===== src/tlvf_pkg.sv =====
// Package for the TLV stream parser with tag filter.
// Holds the item and result codes, the parser phases and the result record type.
// No dependencies.
package tlvf_pkg;

   // Input item kinds carried on req_tuser.
   localparam logic [1:0] KIND_LOAD  = 2'd0;
   localparam logic [1:0] KIND_START = 2'd1;
   localparam logic [1:0] KIND_DATA  = 2'd2;

   // Result kinds carried on rsp_tuser.
   localparam logic [1:0] RK_BYTE  = 2'd0;
   localparam logic [1:0] RK_EMPTY = 2'd1;
   localparam logic [1:0] RK_DONE  = 2'd2;
   localparam logic [1:0] RK_ERROR = 2'd3;

   // Error codes.
   localparam logic [1:0] ERR_TAG_SHORT = 2'd0;
   localparam logic [1:0] ERR_TAG_BAD   = 2'd1;
   localparam logic [1:0] ERR_LEN_SHORT = 2'd2;
   localparam logic [1:0] ERR_VAL_SHORT = 2'd3;

   // Configuration register indexes.
   localparam logic CSR_BYTE_ORDER = 1'b0;
   localparam logic CSR_TAG_COUNT  = 1'b1;

   // Parser phases.
   localparam logic [2:0] PH_IDLE  = 3'd0;
   localparam logic [2:0] PH_TAG0  = 3'd1;
   localparam logic [2:0] PH_TAG1  = 3'd2;
   localparam logic [2:0] PH_LEN0  = 3'd3;
   localparam logic [2:0] PH_LEN1  = 3'd4;
   localparam logic [2:0] PH_VALUE = 3'd5;

   // Width of the reported parse position.
   localparam int POS_BITS = 20;

   // Depth of the result queue; an item is taken only with room for two results.
   localparam int OUT_DEPTH = 4;
   localparam int OUT_PTR_W = 2;
   localparam int OUT_CNT_W = 3;

   // One result record.
   typedef struct packed {
      logic [1:0]          kind;
      logic [15:0]         tag;
      logic [15:0]         len;
      logic [15:0]         offset;
      logic [7:0]          vbyte;
      logic                vend;
      logic [1:0]          code;
      logic [POS_BITS-1:0] pos;
      logic                last;
   } result_type;

   // Status of the tag scan unit.
   typedef struct packed {
      logic busy;
      logic done;
      logic hit;
   } scan_status_type;

   // Builds a result record with the last flag clear.
   function automatic result_type make_result(
      input logic [1:0]          kind,
      input logic [15:0]         tag,
      input logic [15:0]         len,
      input logic [15:0]         offset,
      input logic [7:0]          vbyte,
      input logic                vend,
      input logic [1:0]          code,
      input logic [POS_BITS-1:0] pos
   );
      result_type r;
      r.kind   = kind;
      r.tag    = tag;
      r.len    = len;
      r.offset = offset;
      r.vbyte  = vbyte;
      r.vend   = vend;
      r.code   = code;
      r.pos    = pos;
      r.last   = 1'b0;
      return r;
   endfunction

endpackage


===== src/tlvf_ram.sv =====
// Generic single-write, single-read RAM with registered read data.
// No dependencies.
module tlvf_ram #(
   parameter int WIDTH  = 16,
   parameter int DEPTH  = 256,
   parameter int ADDR_W = (DEPTH > 1) ? $clog2(DEPTH) : 1
) (
   input  logic              clock,
   input  logic              wr_en,
   input  logic [ADDR_W-1:0] wr_addr,
   input  logic [WIDTH-1:0]  wr_data,
   input  logic              rd_en,
   input  logic [ADDR_W-1:0] rd_addr,
   output logic [WIDTH-1:0]  rd_data
);

   logic [WIDTH-1:0] mem [DEPTH];
   logic [WIDTH-1:0] rd_data_ff;

   // Write port.
   always_ff @(posedge clock) begin
      if (wr_en) begin
         mem[wr_addr] <= wr_data;
      end
   end

   // Registered read port.
   always_ff @(posedge clock) begin
      if (rd_en) begin
         rd_data_ff <= mem[rd_addr];
      end
   end

   assign rd_data = rd_data_ff;

endmodule


===== src/tlvf_tag_scan.sv =====
// Allowed-tag table and the sequencer that walks it, one entry per cycle,
// comparing each entry with the tag under test. Depends on tlvf_pkg and tlvf_ram.
module tlvf_tag_scan
   import tlvf_pkg::*;
#(
   parameter int DEPTH  = 256,
   parameter int ADDR_W = (DEPTH > 1) ? $clog2(DEPTH) : 1,
   parameter int LIM_W  = $clog2(DEPTH + 1)
) (
   input  logic              clock,
   input  logic              reset,
   input  logic              wr_en,
   input  logic [ADDR_W-1:0] wr_addr,
   input  logic [15:0]       wr_data,
   input  logic              start,
   input  logic [15:0]       tag,
   input  logic [LIM_W-1:0]  limit,
   output scan_status_type   status
);

   logic              busy_ff, busy_in;
   logic              pend_ff, pend_in;
   logic [LIM_W-1:0]  issue_ff, issue_in;
   logic [LIM_W-1:0]  limit_ff, limit_in;
   logic [15:0]       tag_ff, tag_in;
   logic [15:0]       rd_data;
   logic              hit_now;
   logic              issue_go;
   logic              done;

   tlvf_ram #(
      .WIDTH  (16),
      .DEPTH  (DEPTH),
      .ADDR_W (ADDR_W)
   ) u_table (
      .clock   (clock),
      .wr_en   (wr_en),
      .wr_addr (wr_addr),
      .wr_data (wr_data),
      .rd_en   (issue_go),
      .rd_addr (issue_ff[ADDR_W-1:0]),
      .rd_data (rd_data)
   );

   // The entry read last cycle is compared here; a match ends the walk early.
   assign hit_now  = pend_ff && (rd_data == tag_ff);
   assign issue_go = busy_ff && !hit_now && (issue_ff < limit_ff);
   assign done     = busy_ff && (hit_now || (!pend_ff && (issue_ff == limit_ff)));

   // Sequencer next state.
   always_comb begin
      busy_in  = busy_ff;
      pend_in  = issue_go;
      issue_in = issue_ff;
      limit_in = limit_ff;
      tag_in   = tag_ff;
      if (start) begin
         busy_in  = 1'b1;
         pend_in  = 1'b0;
         issue_in = '0;
         limit_in = limit;
         tag_in   = tag;
      end else if (done) begin
         busy_in = 1'b0;
      end else if (issue_go) begin
         issue_in = issue_ff + LIM_W'(1);
      end
   end

   always_ff @(posedge clock) begin
      if (reset) begin
         busy_ff <= 1'b0;
         pend_ff <= 1'b0;
      end else begin
         busy_ff <= busy_in;
         pend_ff <= pend_in;
      end
   end

   always_ff @(posedge clock) begin
      issue_ff <= issue_in;
      limit_ff <= limit_in;
      tag_ff   <= tag_in;
   end

   assign status.busy = busy_ff;
   assign status.done = done;
   assign status.hit  = hit_now;

endmodule


===== config.mk =====
export PLATFORM = sky130hd
export DESIGN_NAME = tlvf_tag_scan
export DESIGN_NICKNAME = d
export VERILOG_FILES = /design/src/tlvf_pkg.sv /design/src/tlvf_ram.sv /design/src/tlvf_tag_scan.sv
export SDC_FILE = /design/constraint.sdc
export NUM_CORES = 2
export LEC_CHECK = 0
export CORE_MARGIN = 1.5
export CORE_UTILIZATION = 45
export CTS_CLUSTER_DIAMETER = 120
export DETAILED_ROUTE_END_ITERATION = 10
export DONT_BUFFER_PORTS = 1
export PLACE_DENSITY_LB_ADDON = 0.05
export SLEW_MARGIN = 20
export SYNTH_ARGS = -nofsm -noshare
export SYNTH_HDL_FRONTEND = slang
export SYNTH_HIERARCHICAL = 1
export SYNTH_SLANG_ARGS = --single-unit
export TNS_END_PERCENT = 5

===== constraint.sdc =====
create_clock -name clock -period 3.05 [get_ports clock]
set_clock_uncertainty 0.1 [all_clocks]
set_input_delay 0.915 -clock clock [delete_from_list [all_inputs] [get_ports clock]]
set_output_delay 0.915 -clock clock [all_outputs]
set_load 0.03 [all_outputs]

Yosys cells after proc, flatten, opt, wreduce, memory -nomap -nowiden:

Memory sizes are Yosys's and may differ from the RTL's. A register that Yosys moved wholly into a read port is not among the register bits.
Cells that the tools add are included.

* $add $sub $neg: 1
* order comparisons: 1
* equality and inequality tests: 2
* multiplexer cells: 4
* bitwise operators: 1
* reductions and logical operators: 11

Operator list (number)
* $eq A16 B16 Y1: 1
* $add A9 B1 Y9 const B: 1
* $eq A9 B9 Y1: 1
* $lt A9 B9 Y1: 1
* $logic_and A1 B1 Y1: 5
* $mux W1: 4
* $logic_not A1 Y1: 2
* $reduce_and A2 Y1: 1
* $reduce_bool A2 Y1: 1
* $reduce_or A2 Y1: 1
* $logic_or A1 B1 Y1: 1
* $not A1 Y1: 1

* flip-flop bits (word level): 36
* RAM bits: 4096
* bits of input ports: 53
* output and inout port bits: 3
* logic and storage cells: 26
* memories kept: 1

Memory list
* u_table.mem: words 256, width 16, rd ports 1, clocked after memory_dff 1, wr ports 1, RTL line tlvf_ram.sv:17 `logic [WIDTH-1:0] mem [DEPTH];`

Logic depth before layout (Yosys ltp):

* depth in word-level cells: 6
* gate-level depth with buffers: 12
* mapped depth without buffers: 8

By module:

Netlist, hierarchy kept.

By module, submodules not included
* tlvf_ram: instances 1, cells an instance 7360, area an instance 158874.9 µm², seq. area each 123478.4 µm²
* tlvf_tag_scan: instances 1, cells an instance 142, area an instance 1707.9 µm², seq. area each 970.9 µm²

Worst setup path before layout:

Ideal clock, no wire load.

* path type: input to register
* start point: in wr_addr[3]
* end point: mem u_table.mem[235][0] (enable)
* library setup time: 0.388 ns
* arrival: 2.692 ns
* data required time: 2.562 ns
* setup slack: -0.130 ns
* stages: 6
* buffers on the path: 3
* path through: clkbuf_1 -> nor2b_1 -> clkbuf_1 -> nand4_1 -> clkbuf_1 -> nor2_1

RTL lines
* start, declared: RTL line tlvf_tag_scan.sv:13 `input logic [ADDR_W-1:0] wr_addr,`
* end, declared: RTL line tlvf_ram.sv:17

Straight into the memory's write port.

==> metrics <==
outcome complete, but fails checks; violated checks setup timing; most frequent cells in the layout edfxtp_1 (4137), mux4_2 (797), buf_4 (723); clock-pin slew on the worst setup and hold paths 0.06 ns; Port-buffer cells 0; initial antenna violation count 20; clk buf depth 4; die height around 600 um; FFs w/ async S/R, synth 0%; critical path, cell by cell buf_12, buf_12, ha_1, nand4_1, or3_4, a21boi_2, buf_6; Syn Area/Cell 21.41 um2; Max Clk Rate between 0.2 and 0.3 GHz; CP required slightly above 2 ns; Post-Synth Simple-Gate Area 1.690%; Area after DPL approximately 170000 um2; Clock Root Buffer clkbuf_16; Die X roughly 600 um; Compound-Gate Fraction of Synth Area roughly 3.6%; RSZ-0062 raised after global routing true; largest family of logic cells by synthesized area multiplexers; row cnt 219; first-pass iteration count of the detailed router 6; via/cell ratio ~6; Final WS setup -0.8411 ns; gr usage total 25.55%; residual DRC count 0; multi-input logic area 34330 um2; Yosys warnings 6; layout cells sized above 1 slightly above 30%; CTS tree built; wire length of the first global-routing pass roughly 650000 um; Mapped Cells about 7500; final setup fails 18; Synth Area in XOR/XNOR 0.09272%; GRT overflow 0; CTS Sinks around 4100; Tmin final between 3 and 4 ns; Startpoint Class flip-flop; crit-path max cell delay between 0.4 and 0.5 ns; Tot Pwr ~120 mW; Avg WL per Cell 34.27 um; Nets about 8600; via count of the routed design 81710; Synth cell types 60; largest net degree at the start of global routing 257; HP Class primary input to flip-flop; hold_ws 0.09287 ns; delay-heaviest family, CP simple AND/OR/NAND/NOR gates; post-synthesis adder-cell area fraction less than 1%; initial core utilization 45.18%; # IOs 56; CP arrival 2.88 ns; Worst slew margin around 3.2%; worst-margin pin slew ~1.5 ns; Layout area overhead 17.95%; post-route cell area around 190000 um2; post-synthesis sequential area ratio between 70 and 80%; most frequent CP cell buf_12; Core ar. roughly 360000 um2; fin crit share 127.6%; post-synthesis register bit count slightly above 4000; CP max-delay cell or3_4; remaining antenna violation count 0; GP Congestion 0.8902; final core occ between 50% and 60%; Post-Synthesis Cell Area 160600 um2; WL final roughly 470000 um; dpl cells between 10000 and 15000; H-Tree Depth 5; crit-path max FO 27; Clk Latency, worst-skew pair 0.98 ns; Fill cells ~28000; crit path buf inv count 3; Peak VDD IR about 0.5 mV; register area approximately 120000 um2; Post-synth EDFFs between 4000 and 5000; crit path kind flip-flop to output port; Max Cap Violations 0; Pleak 58.80 nW; die area about 360000 um2; commonest non-fill, non-tap cell in the layout edfxtp_1; CTS Buf Count 437; PD cells 649.9 nW/um2; Net Count, Synth roughly 7600; Non-Filler Instances roughly 14000; Slew Limit Fails 0; multiplexer area fraction after synthesis between 15 and 20%; Fin. Hold Viols 0; DRT iter0 DRCs ~9400; vias in the first global route 81040; DP HPWL 271800 um; most used flip-flop cell after synthesis edfxtp_1; crit path capture type output port
power by group:
part / total (mW) / internal, mW / switching, mW / leakage, nW
Sequential: 63.0 / 62.9 / 0.0938 / 37.3
Clock: 52.6 / 30.7 / 21.9 / 6.86
Combinational: 7.47 / 3.55 / 3.92 / 14.6
metal layers:
metal,global-route usage [%],wire [um]
met5,0,32
met1,37.02,199300
met2,40.87,223200
met4,7.466,15090
met3,3.257,29180
cell usage after synthesis, drive strengths merged (6+ instances only):
cell type	n	area [um2]
a221oi	28	245.2
or2	6	37.54
buf	225	1832
o32ai	21	191.4
nor4	23	168.9
xor2	15	131.4
or3	9	56.30
o21ai	48	247.7
nand4	31	193.9
a21oi	184	920.9
dfxtp	11	220.2
clkbuf	231	867.1
mux2i	566	5665
o22ai	148	925.9
a211oi	21	162.6
nand3	38	190.2
edfxtp	4137	124200
and3	12	75.07
a31oi	7	43.79
nor2	310	1164
o31ai	16	120.1
nand2	41	153.9
a2111oi	6	52.55
o221ai	253	2222
a22o	32	280.3
ha	10	125.1
mux4	797	17950
nor3	94	470.5
inv	16	60.05
mux2	89	1002
a22oi	43	322.8
nor2b	11	68.82
worst paths after layout:
check,from,to,slack [ns],cells after the start
max,issue_ff[1]$_SDFFE_PP0P_,status[1],-0.84,7
min,start,issue_ff[6]$_SDFFE_PP0P_,0.09,2
max reg2reg,issue_ff[0]$_SDFFE_PP0P_,u_table/rd_data[0]$_DFFE_PP_,-0.68,12
min reg2reg,issue_ff[8]$_SDFFE_PP0P_,issue_ff[8]$_SDFFE_PP0P_,0.42,2
logic make-up (layout without fill, tap and decap cells):
kind of cell,after synthesis,in the layout
and+or+nand+nor,592,592
buffers and inverters,472,1823
other,0,17
xor gates and xnor gates,17,17
DFF,4148,4148
muxes,1452,1452
AOI/OAI and AO/OA,811,811
adders and majority gates,10,10
area by class of cell:
| class | instances | area share (%) |
|---|---|---|
| Sequential cell | 4148 | 65.72 |
| Multi-Input combinational cell | 2882 | 18.12 |
| Clock buffer | 528 | 6.066 |
| Timing Repair Buffer | 1003 | 5.542 |
| Tap cell | 4751 | 3.138 |
| Clock inverter | 276 | 1.353 |
| Inverter | 16 | 0.03831 |
| Antenna cell | 17 | 0.02246 |
through the flow:
step                      worst slack (ns)  TNS (ns)
final                              -0.8411    -9.117
after floorplan                    -0.1300   -210.92
after global placement              -1.441    -15.15
after CTS                          -0.9380    -9.377
after global routing               -0.9608    -10.55
after detailed placement            -1.250    -15.25
repair_timing:
item                                   CTS  global route
resized for setup                      113            28
buffers inserted                         8             0
setup endpoints to repair               23            18
hold buffers                            50             3
endpoints found under the hold margin  394            29
pin swaps                               17             0
flip-flops by register name (all words and copies together) (netlist names):
name and flops:
busy_ff 1, issue_ff 9, limit_ff 9, pend_ff 1
tag_ff 16, u_table/mem 4096, u_table/rd_data 16
(Power assumes the default switching activity.)
