## src/tlvf_pkg.sv

```systemverilog
// Package for the TLV stream parser with tag filter.
// Holds the item and result codes, the parser phases and the result record type.
// No dependencies.
package tlvf_pkg;

   // Input item kinds carried on req_tuser.
   localparam logic [1:0] KIND_LOAD  = 2'd0;
   localparam logic [1:0] KIND_START = 2'd1;
   localparam logic [1:0] KIND_DATA  = 2'd2;

   // Result kinds carried on rsp_tuser.
   localparam logic [1:0] RK_BYTE  = 2'd0;
   localparam logic [1:0] RK_EMPTY = 2'd1;
   localparam logic [1:0] RK_DONE  = 2'd2;
   localparam logic [1:0] RK_ERROR = 2'd3;

   // Error codes.
   localparam logic [1:0] ERR_TAG_SHORT = 2'd0;
   localparam logic [1:0] ERR_TAG_BAD   = 2'd1;
   localparam logic [1:0] ERR_LEN_SHORT = 2'd2;
   localparam logic [1:0] ERR_VAL_SHORT = 2'd3;

   // Configuration register indexes.
   localparam logic CSR_BYTE_ORDER = 1'b0;
   localparam logic CSR_TAG_COUNT  = 1'b1;

   // Parser phases.
   localparam logic [2:0] PH_IDLE  = 3'd0;
   localparam logic [2:0] PH_TAG0  = 3'd1;
   localparam logic [2:0] PH_TAG1  = 3'd2;
   localparam logic [2:0] PH_LEN0  = 3'd3;
   localparam logic [2:0] PH_LEN1  = 3'd4;
   localparam logic [2:0] PH_VALUE = 3'd5;

   // Width of the reported parse position.
   localparam int POS_BITS = 20;

   // Depth of the result queue; an item is taken only with room for two results.
   localparam int OUT_DEPTH = 4;
   localparam int OUT_PTR_W = 2;
   localparam int OUT_CNT_W = 3;

   // One result record.
   typedef struct packed {
      logic [1:0]          kind;
      logic [15:0]         tag;
      logic [15:0]         len;
      logic [15:0]         offset;
      logic [7:0]          vbyte;
      logic                vend;
      logic [1:0]          code;
      logic [POS_BITS-1:0] pos;
      logic                last;
   } result_type;

   // Status of the tag scan unit.
   typedef struct packed {
      logic busy;
      logic done;
      logic hit;
   } scan_status_type;

   // Builds a result record with the last flag clear.
   function automatic result_type make_result(
      input logic [1:0]          kind,
      input logic [15:0]         tag,
      input logic [15:0]         len,
      input logic [15:0]         offset,
      input logic [7:0]          vbyte,
      input logic                vend,
      input logic [1:0]          code,
      input logic [POS_BITS-1:0] pos
   );
      result_type r;
      r.kind   = kind;
      r.tag    = tag;
      r.len    = len;
      r.offset = offset;
      r.vbyte  = vbyte;
      r.vend   = vend;
      r.code   = code;
      r.pos    = pos;
      r.last   = 1'b0;
      return r;
   endfunction

endpackage

```

## src/tlvf_out_fifo.sv

```systemverilog
// Result queue: takes up to two results per cycle and hands them out one per transfer.
// Depends on tlvf_pkg.
module tlvf_out_fifo
   import tlvf_pkg::*;
(
   input  logic                 clock,
   input  logic                 reset,
   input  logic [1:0]           push_n,
   input  result_type           push_d0,
   input  result_type           push_d1,
   output logic                 room2,
   output logic [OUT_CNT_W-1:0] count,
   output logic                 out_valid,
   input  logic                 out_ready,
   output result_type           out_data
);

   result_type           mem_ff [OUT_DEPTH];
   logic [OUT_PTR_W-1:0] wr_ff, wr_in;
   logic [OUT_PTR_W-1:0] rd_ff, rd_in;
   logic [OUT_CNT_W-1:0] cnt_ff, cnt_in;
   logic                 pop;

   assign pop = out_valid && out_ready;

   // Pointer and count update.
   always_comb begin
      wr_in  = wr_ff + OUT_PTR_W'(push_n);
      rd_in  = rd_ff + OUT_PTR_W'(pop);
      cnt_in = cnt_ff + OUT_CNT_W'(push_n) - OUT_CNT_W'(pop);
   end

   always_ff @(posedge clock) begin
      if (reset) begin
         wr_ff  <= '0;
         rd_ff  <= '0;
         cnt_ff <= '0;
      end else begin
         wr_ff  <= wr_in;
         rd_ff  <= rd_in;
         cnt_ff <= cnt_in;
      end
   end

   // Storage writes for one or two results.
   always_ff @(posedge clock) begin
      if (push_n != 2'd0) begin
         mem_ff[wr_ff] <= push_d0;
      end
      if (push_n == 2'd2) begin
         mem_ff[wr_ff + OUT_PTR_W'(1)] <= push_d1;
      end
   end

   assign out_valid = (cnt_ff != '0);
   assign out_data  = mem_ff[rd_ff];
   assign room2     = (cnt_ff <= OUT_CNT_W'(OUT_DEPTH - 2));
   assign count     = cnt_ff;

endmodule

```

## config.mk

```make
export PLATFORM = sky130hd
export DESIGN_NAME = tlvf_out_fifo
export DESIGN_NICKNAME = d
export VERILOG_FILES = /design/src/tlvf_pkg.sv /design/src/tlvf_out_fifo.sv
export SDC_FILE = /design/constraint.sdc
export NUM_CORES = 1
export LEC_CHECK = 0
export BUFFER_PORTS_ARGS = -buffer_cell sky130_fd_sc_hd__buf_2
export CORE_ASPECT_RATIO = 2
export CORE_MARGIN = 2
export CORE_UTILIZATION = 55
export CTS_CLUSTER_SIZE = 40
export DETAILED_ROUTE_END_ITERATION = 7
export PLACE_DENSITY = 0.78
export SETUP_SLACK_MARGIN = 0.1
export SLEW_MARGIN = 10
export SYNTH_ARGS = -nofsm -noshare
export SYNTH_HDL_FRONTEND = slang
export SYNTH_SLANG_ARGS = --single-unit
export TNS_END_PERCENT = 20
```

## constraint.sdc

```tcl
create_clock -name clock -period 23 [get_ports clock]
set_clock_uncertainty 0.2 [all_clocks]
set_input_delay 3.45 -clock clock [delete_from_list [all_inputs] [get_ports clock]]
set_output_delay 3.45 -clock clock [all_outputs]
set_load 0.005 [all_outputs]
```

== After elaboration in Yosys (flattened, before gate mapping) ==
Memory sizes are Yosys's and may differ from the RTL's. A register that Yosys moved wholly into a read port is not among the register bits.
Index checks and enable logic that the tools add are counted.

* Output and inout port bits: 87
* Word-level logic and storage cells: 19
* RAM bits: 328
* Bits in registers: 7
* Memories: 1

* Equality and inequality tests: 1
* Muxes and demuxes: 5
* Magnitude comparators: 1
* Add/sub/neg operators: 5
* Reductions and logical operators: 3

{| class="wikitable"
|+ Memories
! name !! depth !! width !! rd ports !! clocked after Yosys merged registers in !! wr ports !! line !! text
|-
| mem_ff || 4 || 82 || 1 || 1 || 2 || tlvf_out_fifo.sv:18 || <nowiki>result_type mem_ff [OUT_DEPTH];</nowiki>
|}

{| class="wikitable"
|+ Operator list
! cell !! number
|-
| two-way mux 1 bit || 4
|-
| adder 3 x 2 -> 3 bit || 1
|-
| less-or-equal comparator 3 x 2 -> 1 bit (second input constant) || 1
|-
| nonzero test 3 bit || 1
|-
| subtractor 3 x 1 -> 3 bit || 1
|-
| adder 2 x 1 -> 2 bit || 1
|-
| adder 2 x 1 -> 2 bit (second input constant) || 1
|-
| adder 2 bit || 1
|-
| equality test 2 bit (second input constant) || 1
|-
| two-way mux 2 bit || 1
|-
| nonzero test 2 bit || 1
|-
| logical AND 1 bit || 1
|}

== Longest topological paths before layout ==
Gate-level depths: netlist of the first run.

* Depth in word-level cells: 4
* Gate-level depth with buffers: 7

== Least setup slack after synthesis of the first run ==
Ideal clock, no wire load.

* Path kind: input-to-reg
* From: in push_n[1]
* To: mem mem_ff[0][0] (netlist bit), enable pin
* Data required time: 22.165 ns
* Path buffers: 1
* Arrival time: 9.409 ns
* Path slack: 12.756 ns
* Stages on the path: 3
* Path through: buf_4 -> o21bai_1 -> o21ai_0

{| class="wikitable"
|+ RTL lines
! what !! line !! text
|-
| start: declaration || tlvf_out_fifo.sv:8 || <nowiki>input logic [1:0] push_n,</nowiki>
|-
| end: declaration || tlvf_out_fifo.sv:18 ||
|}

==> metrics.txt, run 1 <==
status=finished clean; final period utilization=29.6%; fmax=0.147 GHz; Clk pin slew, worst setup/hold paths=0.07 ns; Max Cap Viol=0; CTS H-tree depth=1; die area=0.0312 sq mm; CP startpoint kind=flop; layout cell share with drive strength beyond 1=66.4%; register area=about 0.01 sq mm; worst-case clock buffer depth=3; total negative slack=0 ns; Vert. Die Dim=248 um; wire per inst=24.5 um; clk sink count=335; core area=0.0294 sq mm; Setup Buffers After CTS=0; post-synthesis sequential area ratio=between 60% and 70%; DR iter-0 viols=494; HP Class=reg -> reg; PostCTS Resize Cnt=0; vias=~8,900; worst setup path category=reg -> out; pwr/cell area=between 80 and 90 mW/mm^2; Initial Utilization=a little under three fifths; WL final=36,400 um; Rows=89; Buffers on Ports=255; dominant cells by area after synthesis=edfxtp_1 (60%), mux2_2 (23%), mux4_2 (11%); initial antenna violation count=11; synth unique cells=27; Psw=a little over 400 uW; GRT Overall Usage=23.5%; commonest cells after routing, fill and taps aside=mux2_2 (330), edfxtp_1 (328), buf_2 (255); Ports=256; Post-Place Cells=1,417; min Tclk post-route=between 6 and 7 ns; Max-slew headroom=30.9%; Net Sw Frac=25.5%; Avg Cell Area, Syn=19.5 sq um; CTS tree=done; mapped cell area=0.0164 sq mm; Pleak=around 6.5 nW; Fin. Hold Viols=0; Warnings, synthesis=0; Finish-stage setup viols=0; Critical Path RT=between 15 and 20 ns; largest net degree at the start of global routing=52; syn nets=1,011; number of fill cells=2,116; Nets=1,258; final non-filler cell total=1,484; GPL Wtd Cong=roughly 0.78; Skew-Pair Late Insertion Delay=0.56 ns; P_int=about 1.2 mW; Worst Path Max Fanout=48; post-synth top area cell=edfxtp_1; Area Growth Syn to Fin=14.5%; sequential share of power=between 40% and 50%; Setup crit end kind=output pin; 1st-pass router iterations=5; Syn Inst Count=838; DRT antenna net count=0; Max Transition Viols Final=0; post-DP HPWL=22,400 um; top-area cell type share of the netlist area=between 60% and 70%; first-pass GRT wire length=~56,000 um; remaining global-route overflow=0; commonest non-fill, non-tap cell in the layout=mux2_2; Hold WS=0.544 ns; clock power share=30.4%; Yosys reg bits=approximately 340; CP arrival=3.15 ns; total CTS buffers=30; Die W=126 um; DR vias/cell=6.00; Peak VDD IR=0.0680 mV; vias in the first global route=9,941; Worst-Margin Slew=1.04 ns; drt drc=0; hold_buf cts=0; RSZ-0062 raised after global routing=no; clk root buf=clkbuf_16; part of the power in combinational logic=20.6%; Multi-input gate area=0.00589 sq mm
==> layout make-up <==
| type | count | share of cell area (%) |
|---|---|---|
| tap | 364 | 2.43 |
| multi-input combinational | 443 | 31.4 |
| clock inverter | 19 | 0.808 |
| antenna | 13 | 0.174 |
| inverter | 4 | 0.0802 |
| timing repair buffer | 271 | 7.46 |
| sequential | 335 | 53.4 |
| clock buffer | 35 | 4.22 |
==> state kept, by name, indices dropped and copies added, names as in the netlist <==
register and cells:
mem_ff 328, count 3, wr_ff 2, rd_ff 2
==> power by group through the flow <==
stage	Combinational, mW	Sequential [mW]	Clock, mW
final	0.331	0.790	0.488
after detailed placement	0.335	0.806	0
after CTS	0.336	0.793	0.499
after global routing	0.355	0.799	0.519
after global placement	0.331	0.803	0
after floorplan	0.232	0.784	0
==> cells in the mapped netlist <==
cell / instances
a21oi_1: 1
and4bb_2: 2
buf_1: 4
buf_12: 8
buf_2: 14
buf_4: 9
buf_6: 16
clkbuf_1: 5
dfxtp_1: 7
edfxtp_1: 328
fa_1: 1
ha_1: 3
inv_1: 4
mux2_2: 330
mux2i_1: 2
mux4_2: 82
nand4b_1: 1
nor2_1: 6
nor2b_1: 5
nor4b_1: 1
o21ai_0: 1
o21bai_1: 2
o311ai_0: 1
o31ai_1: 1
or2_2: 1
or3_1: 1
xnor3_1: 2
==> routing by layer <==
metal,vias up,global-route usage (%),share of wire [%]
met5,-,0,0
met2,291,44.5,55
met1,4590,26.0,36
met4,0,9.95,3.3
li1,3960,-,-
met3,61,3.51,5.3
==> cells by family after synthesis <==
kind of cell | count (synthesis) | share of synthesized area [%]
buffers and inverters | 60 | 3.22
multiplexers | 414 | 34.1
XOR/XNOR | 2 | 0.275
flip-flops | 335 | 61.1
AO/OA/AOI/OAI | 6 | 0.252
adder cells (fa/ha/maj) | 4 | 0.352
AND/OR/NAND/NOR | 17 | 0.666
==> stage by stage <==
stage	instance area (sq um)	util [%]	worst slack [ns]	power, mW
6_report	18700	63.7	16.20	1.61
3_3_place_gp	17800	60.4	16.63	1.13
3_5_place_dp	17800	60.4	16.62	1.14
4_1_cts	18700	63.6	16.00	1.63
2_1_floorplan	16400	-	12.76	1.02
5_1_grt	18700	63.7	15.88	1.67
==> final timing paths <==
check / start / to / slack, ns / cells past startpoint
worst max register to register: wr_ff[1] / mem_ff[3][41] / 20.02 / 3
worst min register to register: wr_ff[0] / wr_ff[0] / 0.54 / 2
worst min-delay path: wr_ff[0] / wr_ff[0] / 0.54 / 2
worst max-delay path: rd_ff[0] / out_data[69] / 16.20 / 3
==> critical path: stages, from the launching register on <==
cell and delay (ns):
dfxtp_4 1.00, buf_4 0.75, mux4_2 0.62, buf_2 0.15
(Power assumes the default switching activity.)
==> run 2: changes to the inputs <==
--- a/config.mk
+++ b/config.mk
@@ -5,13 +5,14 @@
 export SDC_FILE = /design/constraint.sdc
 export NUM_CORES = 1
 export LEC_CHECK = 0
+export ABC_AREA = 1
 export BUFFER_PORTS_ARGS = -buffer_cell sky130_fd_sc_hd__buf_2
 export CORE_ASPECT_RATIO = 2
 export CORE_MARGIN = 2
-export CORE_UTILIZATION = 55
+export CORE_UTILIZATION = 52
 export CTS_CLUSTER_SIZE = 40
 export DETAILED_ROUTE_END_ITERATION = 7
-export PLACE_DENSITY = 0.78
+export PLACE_DENSITY = 0.77
 export SETUP_SLACK_MARGIN = 0.1
 export SLEW_MARGIN = 10
 export SYNTH_ARGS = -nofsm -noshare
==> constraint.sdc (replaced) <==
create_clock -name clock -period 6.15 [get_ports clock]
set_clock_uncertainty 0.2 [all_clocks]
set_input_delay 0.9225 -clock clock [delete_from_list [all_inputs] [get_ports clock]]
set_output_delay 0.9225 -clock clock [all_outputs]
set_load 0.005 [all_outputs]
==> run 2 against run 1 <==
  * Sequential share of layout area rose by 0.84 points
  * Design area fell by 1.6%
  * Power rose to 3.9 times the previous value
  * Worst hold slack got worse by 0.20 ns
  * Area after synthesis fell by 1.5%
  * Combinational power rose to 4.1 times the previous value
  * Critical path depth rose by 2
  * Non-clock buffer count fell by 2
  * Clock power rose to 4.2 times the previous value
  * Synthesized cell count rose by 99%
  * Largest cell class unchanged
  * Largest power group unchanged
  * Highest routed layer is now met5
==> metrics.txt, run 2 <==
EDFF count, synth=328 (unchanged); Yosys reg bits=335 (unchanged); Psw=1.82 mW (+340%); Max-slew headroom=25.9% (-5.1 points); Peak VDD IR=0.325 mV (+380%); pwr/cell area=341 mW/mm^2 (+300%); HP Class=reg -> reg; Worst-Margin Slew=1.11 ns (+0.0762 ns); 1st-pass router iterations=6 (+1); mapped cell area=0.0161 sq mm (-1.5%); syn nets=1,842 (+82%); Die W=128 um (+2.0%); Area Growth Syn to Fin=14.5% (about the same); Ports=256 (unchanged); clk sink count=335 (unchanged); Main synth FF type=edfxtp_1; Rows=91 (+2.2%); max reg flops=328 (unchanged); P_int=4.46 mW (+270%); reg2reg setup slack=2.72 ns (-17.30 ns); vias=12,700 (+42%); CP arrival=3.17 ns (+0.02 ns); Warnings, synthesis=0 (unchanged); Avg Cell Area, Syn=9.65 sq um (-51%); GPL Wtd Cong=0.749 (-3.5%); commonest non-fill, non-tap cell in the layout=nand2_1; DRT antenna net count=0 (unchanged); PostCTS Resize Cnt=0 (unchanged); clock power share=32.5% (+2.1 points); Nets=2,015 (+60%); core area=0.0306 sq mm (+4.2%); Max Transition Viols Final=0 (unchanged); commonest cells after routing, fill and taps aside=nand2_1 (339), edfxtp_1 (328), o21ai_1 (313); Critical Path RT=5.03 ns (-14.32 ns); part of the power in combinational logic=21.7% (+1.1 points); Setup crit end kind=output pin; min Tclk post-route=approximately 4.3 ns; CTS tree=done; WL final=39,600 um (+8.8%); final period utilization=69.7%; fin util=60.2% (-3.5 points); GRT Overall Usage=24.3% (+0.83 points); Skew-Pair Late Insertion Delay=0.56 ns (about the same); Buffers on Ports=255 (unchanged); RSZ-0062 raised after global routing=no; synth cell count leaders=nand2_1 (345), edfxtp_1 (328), o21ai_1 (313); Initial Utilization=52.6% (-3.0 points); die area=0.0325 sq mm (+4.1%); sequential share of power=45.8% (-3.3 points); status=finished clean; clk root buf=clkbuf_16; top-area cell type share of the netlist area=61.2% (+0.93 points); Net Sw Frac=29.0% (+3.5 points); Syn Inst Count=1,669 (+99%); worst-case clock buffer depth=3 (unchanged); share of synthesized registers carrying an async set or reset=0% (unchanged); first-pass GRT wire length=62,200 um (+11%); Clk pin slew, worst setup/hold paths=0.07 ns (about the same); CTS H-tree depth=1 (unchanged); fmax=0.233 GHz; layout cell share with drive strength beyond 1=18.1% (-48 points); CP startpoint kind=flop; Biggest register=mem_ff; Finish-stage setup viols=0 (unchanged); post-synthesis sequential area ratio=62.0% (+0.94 points); Setup Buffers After CTS=0 (unchanged); post-synth top area cell=edfxtp_1; Vert. Die Dim=253 um (+2.0%); total CTS buffers=28 (-6.7%); initial antenna violation count=3 (-8); total power=6.28 mW (+290%); Max Cap Viol=0 (unchanged); Fin. Hold Viols=0 (unchanged); most common cell in the netlist=nand2_1; largest net degree at the start of global routing=101 (+94%); total negative slack=0 ns (unchanged); synth unique cells=24 (-11%); DR vias/cell=5.66 (-5.6%); dominant cells by area after synthesis=edfxtp_1 (61%), o21ai_1 (9.7%), nand2_1 (8.0%); drt drc=0 (unchanged); remaining global-route overflow=0 (unchanged); hold_buf cts=0 (unchanged); vias in the first global route=12,200 (+22%); wire per inst=17.7 um (-28%); worst setup path category=reg -> out; Worst Path Max Fanout=100 (+110%); Pleak=7.67 nW (+18%); post-DP HPWL=22,700 um (+1.3%); Hold WS=0.349 ns (-0.195 ns); DR iter-0 viols=1,136 (+130%)
run 2: changes by cell type after synthesis, moves of 88 or more:
| cell | delta |
|---|---|
| mux2_2 | -330 |
| inv_1 | +88 |
| nand2_1 | +345 |
| nor2_1 | +171 |
| o21ai_1 | +313 |
| o21ai_0 | +179 |
run 2: power groups by stage:
stage                     sequential [mW]  combinational [mW]  clock [mW]
final                                2.88                1.36        2.04
after global routing                 2.90                1.53        2.16
after CTS                            2.88                1.37        2.07
after detailed placement             2.93                1.36           0
after global placement               2.92                1.34           0
after floorplan                      2.89               0.843           0
run 2: path summary, 6_finish.rpt:
check	to	start	cells past startpoint
setup / recovery	out_data[20]	rd_ff[0]	5
hold / removal	count[2]	count[2]	2
hold reg to reg	count[2]	count[2]	2
setup reg to reg	mem_ff[2][45]	wr_ff[0]	5
run 2: cell families (layout without fill, tap and decap cells):
logic type,after synthesis,after routing,synth area share [%]
DFF,335,335,62.0
other,0,1,0
and+or+nand+nor,528,528,12.4
adders and majority gates,4,4,0.357
buffers and inverters,222,417,6.45
AOI/OAI and AO/OA,578,578,18.6
xor gates and xnor gates,2,2,0.109
run 2: metrics by stage:
stage / cells / worst slack, ns / cell area, sq um
finish: 2237 / 1.86 / 18400
global route: 2237 / 1.64 / 18400
CTS: 2236 / 1.87 / 18400
detailed placement: 2184 / 2.15 / 17400
global placement: 2184 / 2.19 / 17400
floorplan: 1669 / 0.889 / 16100
run 2: critical path: stages, from the launching register on:
cell and delay, ns:
dfxtp_4 0.59, inv_4 0.86, buf_4 0.48, o21ai_0 0.13, o22ai_1 0.28, buf_2 0.17
run 2: final cells by class:
type | instances | area [sq um]
fill | 2522 | 12200
sequential | 335 | 9990
multi-input combinational | 1112 | 5140
timing repair buffer | 269 | 1390
clock buffer | 29 | 726
tap | 372 | 465
inverter | 96 | 363
clock inverter | 23 | 344
antenna | 1 | 2.50
run 2: routing by layer:
| metal | vias up | track usage, % | routed length [um] |
|---|---|---|---|
| met5 | - | 0 | 25 |
| met4 | 4 | 7.76 | 854 |
| li1 | 6213 | - | - |
| met2 | 564 | 41.8 | 20000 |
| met1 | 5826 | 32.4 | 15600 |
| met3 | 60 | 2.49 | 3140 |
==> run 3: changes to the inputs <==
--- a/config.mk
+++ b/config.mk
@@ -9,10 +9,10 @@
 export BUFFER_PORTS_ARGS = -buffer_cell sky130_fd_sc_hd__buf_2
 export CORE_ASPECT_RATIO = 2
 export CORE_MARGIN = 2
-export CORE_UTILIZATION = 52
+export CORE_UTILIZATION = 55
 export CTS_CLUSTER_SIZE = 40
 export DETAILED_ROUTE_END_ITERATION = 7
-export PLACE_DENSITY = 0.77
+export PLACE_DENSITY = 0.78
 export SETUP_SLACK_MARGIN = 0.1
 export SLEW_MARGIN = 10
 export SYNTH_ARGS = -nofsm -noshare
==> constraint.sdc (replaced) <==
create_clock -name clock -period 4.25 [get_ports clock]
set_clock_uncertainty 0.2 [all_clocks]
set_input_delay 0.6375 -clock clock [delete_from_list [all_inputs] [get_ports clock]]
set_output_delay 0.6375 -clock clock [all_outputs]
set_load 0.005 [all_outputs]
==> run 3 against run 2 <==
  * Setup slack got worse by 1.3 ns
  * Largest cell class unchanged
  * Worst hold slack got worse by 0.26 ns
  * Combinational power increased by 54%
  * Critical endpoint is now out_data[32]
  * Clock-buffer cell count increased by 3
  * Critical path depth unchanged
  * Register-to-register slack got worse by 1.1 ns
==> metrics.txt, run 3 (same netlist as run 2, synthesis figures left out) <==
hold wc startpoint=reset; commonest cells after routing, fill and taps aside=nand2_1 (339), edfxtp_1 (328), o21ai_1 (313); Hold WS=0.0848 ns (-0.264 ns); total CTS buffers=28 (unchanged); Critical Path Sink=out_data[32]; Largest delay share family, worst path=buffers and inverters; drt drc=0 (unchanged); CTS H-tree depth=1 (unchanged); pwr/cell area=479 mW/mm^2 (+40%); core area=0.0288 sq mm (-5.8%); Initial Utilization=55.8% (+3.2 points); CP max-delay cell=dfxtp_2; commonest non-fill, non-tap cell in the layout=nand2_1; Multi-input gate area=0.00514 sq mm (unchanged); fin util=63.9% (+3.7 points); hold_buf cts=0 (unchanged); register area=0.00999 sq mm (unchanged); worst setup path category=reg -> out; max incr delay on CP=0.94 ns (+0.08 ns); Max-slew headroom=35.0% (+9.2 points); total power=8.81 mW (+40%); reg2reg setup slack=1.59 ns (-1.13 ns); DR WL met2=22,700 um (+14%); final critical-path setup slack=0.598 ns (-1.26 ns); Setup Buffers After CTS=0 (unchanged); HP Class=in -> reg; fmax=approximately 0.27 GHz; die area=0.0307 sq mm (-5.3%); worst-path cell chain=inv_2 > buf_4 > o21ai_0 > o22ai_1 > buf_2; Vert. Die Dim=246 um (-2.7%); stages on the worst setup path=5 (unchanged); wire per inst=19.1 um (+7.7%); largest net degree at the start of global routing=168 (+66%); Post-Place Cells=2,184 (unchanged); Nets=2,027 (+0.60%); max reg flops=328 (unchanged); DR vias/cell=5.85 (+3.3%); Metal-1 WL=15,100 um (-3.3%); Worst-Margin Slew=0.974 ns (-0.138 ns); layout cell share with drive strength beyond 1=18.1% (-0.034 points); Buf/Inv on CP=3 (unchanged); Area Growth Syn to Fin=14.4% (about the same); vias in the first global route=13,000 (+7.1%); worst-case clock buffer depth=3 (unchanged); final non-filler cell total=2,241 (+0.18%); Rows=88 (-3.3%); RSZ-0062 raised after global routing=no; status=finished clean; Die W=125 um (-2.7%); Top Metal Used=met5; Fin. Hold Viols=0 (unchanged); Placed Area=0.0175 sq mm (+0.87%); first-pass GRT wire length=65,700 um (+5.6%); Peak VDD IR=0.423 mV (+30%); Finish-stage setup viols=0 (unchanged); final instance area=0.0184 sq mm (about the same); CP arrival=2.81 ns (-0.36 ns); 1st-pass router iterations=5 (-1); Biggest register=mem_ff; Skew-Pair Late Insertion Delay=0.56 ns (about the same); CP startpoint=rd_ff[1]; R2R Path End=mem_ff[3][75]; Pleak=7.69 nW (+0.25%); Max Transition Viols Final=0 (unchanged); Clk pin slew, worst setup/hold paths=0.07 ns (about the same); Place WS=1.19 ns (-0.957 ns); GRT Overall Usage=27.1% (+2.7 points); Worst Path Max Fanout=39 (-61%); Critical Path RT=3.41 ns (-1.62 ns); met3 wire len=3000 um (-4.6%); PostCTS Resize Cnt=0 (unchanged); DR iter-0 viols=1,092 (-3.9%); CP startpoint kind=flop; vias=13,100 (+3.5%); post-DP HPWL=25,100 um (+10%); reg2reg path depth=5 (unchanged); worst r2r src=wr_ff[1]; DRT antenna net count=0 (unchanged); total negative slack=0 ns (unchanged); clk sink count=335 (unchanged); GPL Wtd Cong=0.819 (+9.3%); WL final=42,700 um (+7.9%); Setup crit end kind=output pin; Ports=256 (unchanged); clk root buf=clkbuf_16; final period utilization=around 86%; CTS tree=done; initial antenna violation count=10 (+7); min Tclk post-route=3.65 ns; remaining global-route overflow=0 (unchanged); Max Cap Viol=0 (unchanged); number of fill cells=2,355 (-6.6%); Buffers on Ports=255 (unchanged)
==> run 3: cell types whose count changed in the layout (fill, tap and decap cells not counted), moves of 3 or more <==
cell and change:
clkinv_4 -3, clkinvlp_4 -4, buf_4 +6, clkbuf_1 +3, buf_12 +6, clkinv_1 +5, bufinv_16 -5, clkinv_2 +3
diode_2 +7
==> run 3: final cells by class <==
class,count,share of cell area (%)
Sequential cell,335,54.3
Multi-Input combinational cell,1112,27.9
Timing Repair Buffer,281,8.46
Clock buffer,32,4.00
Tap cell,360,2.45
Inverter,96,1.97
Clock inverter,17,0.835
Antenna cell,8,0.109
==> run 3: worst min-delay path by stage <==
stage | end | slack (ns) | depth (start not counted)
floorplan | count[2] | 0.32 | 2
global placement | count[2] | 0.37 | 2
detailed placement | count[2] | 0.39 | 2
CTS | count[1] | 0.08 | 2
global route | count[0] | 0.09 | 2
finish | wr_ff[0] | 0.08 | 2
==> run 3: metal layers <==
metal | GRT usage [%] | up-vias
li1 | - | 6223
met1 | 30.1 | 6202
met2 | 49.8 | 564
met3 | 3.87 | 113
met4 | 14.3 | 6
met5 | 0 | -
==> run 3: where the power goes <==
group	leakage, nW	internal, mW	switching (mW)	total, mW
clock	0.446	1.42	1.17	2.58
sequential	3.14	4.02	0.108	4.13
combinational	4.11	0.721	1.38	2.10
total	7.69	6.16	2.65	8.81
==> run 3: worst reg2reg max path, stage by stage, from the launching register on <==
cell and delay [ns]:
dfxtp_1 0.43, inv_2 0.10, nor2_2 0.15, nand2_4 0.41, o31ai_4 0.44, buf_4 0.56
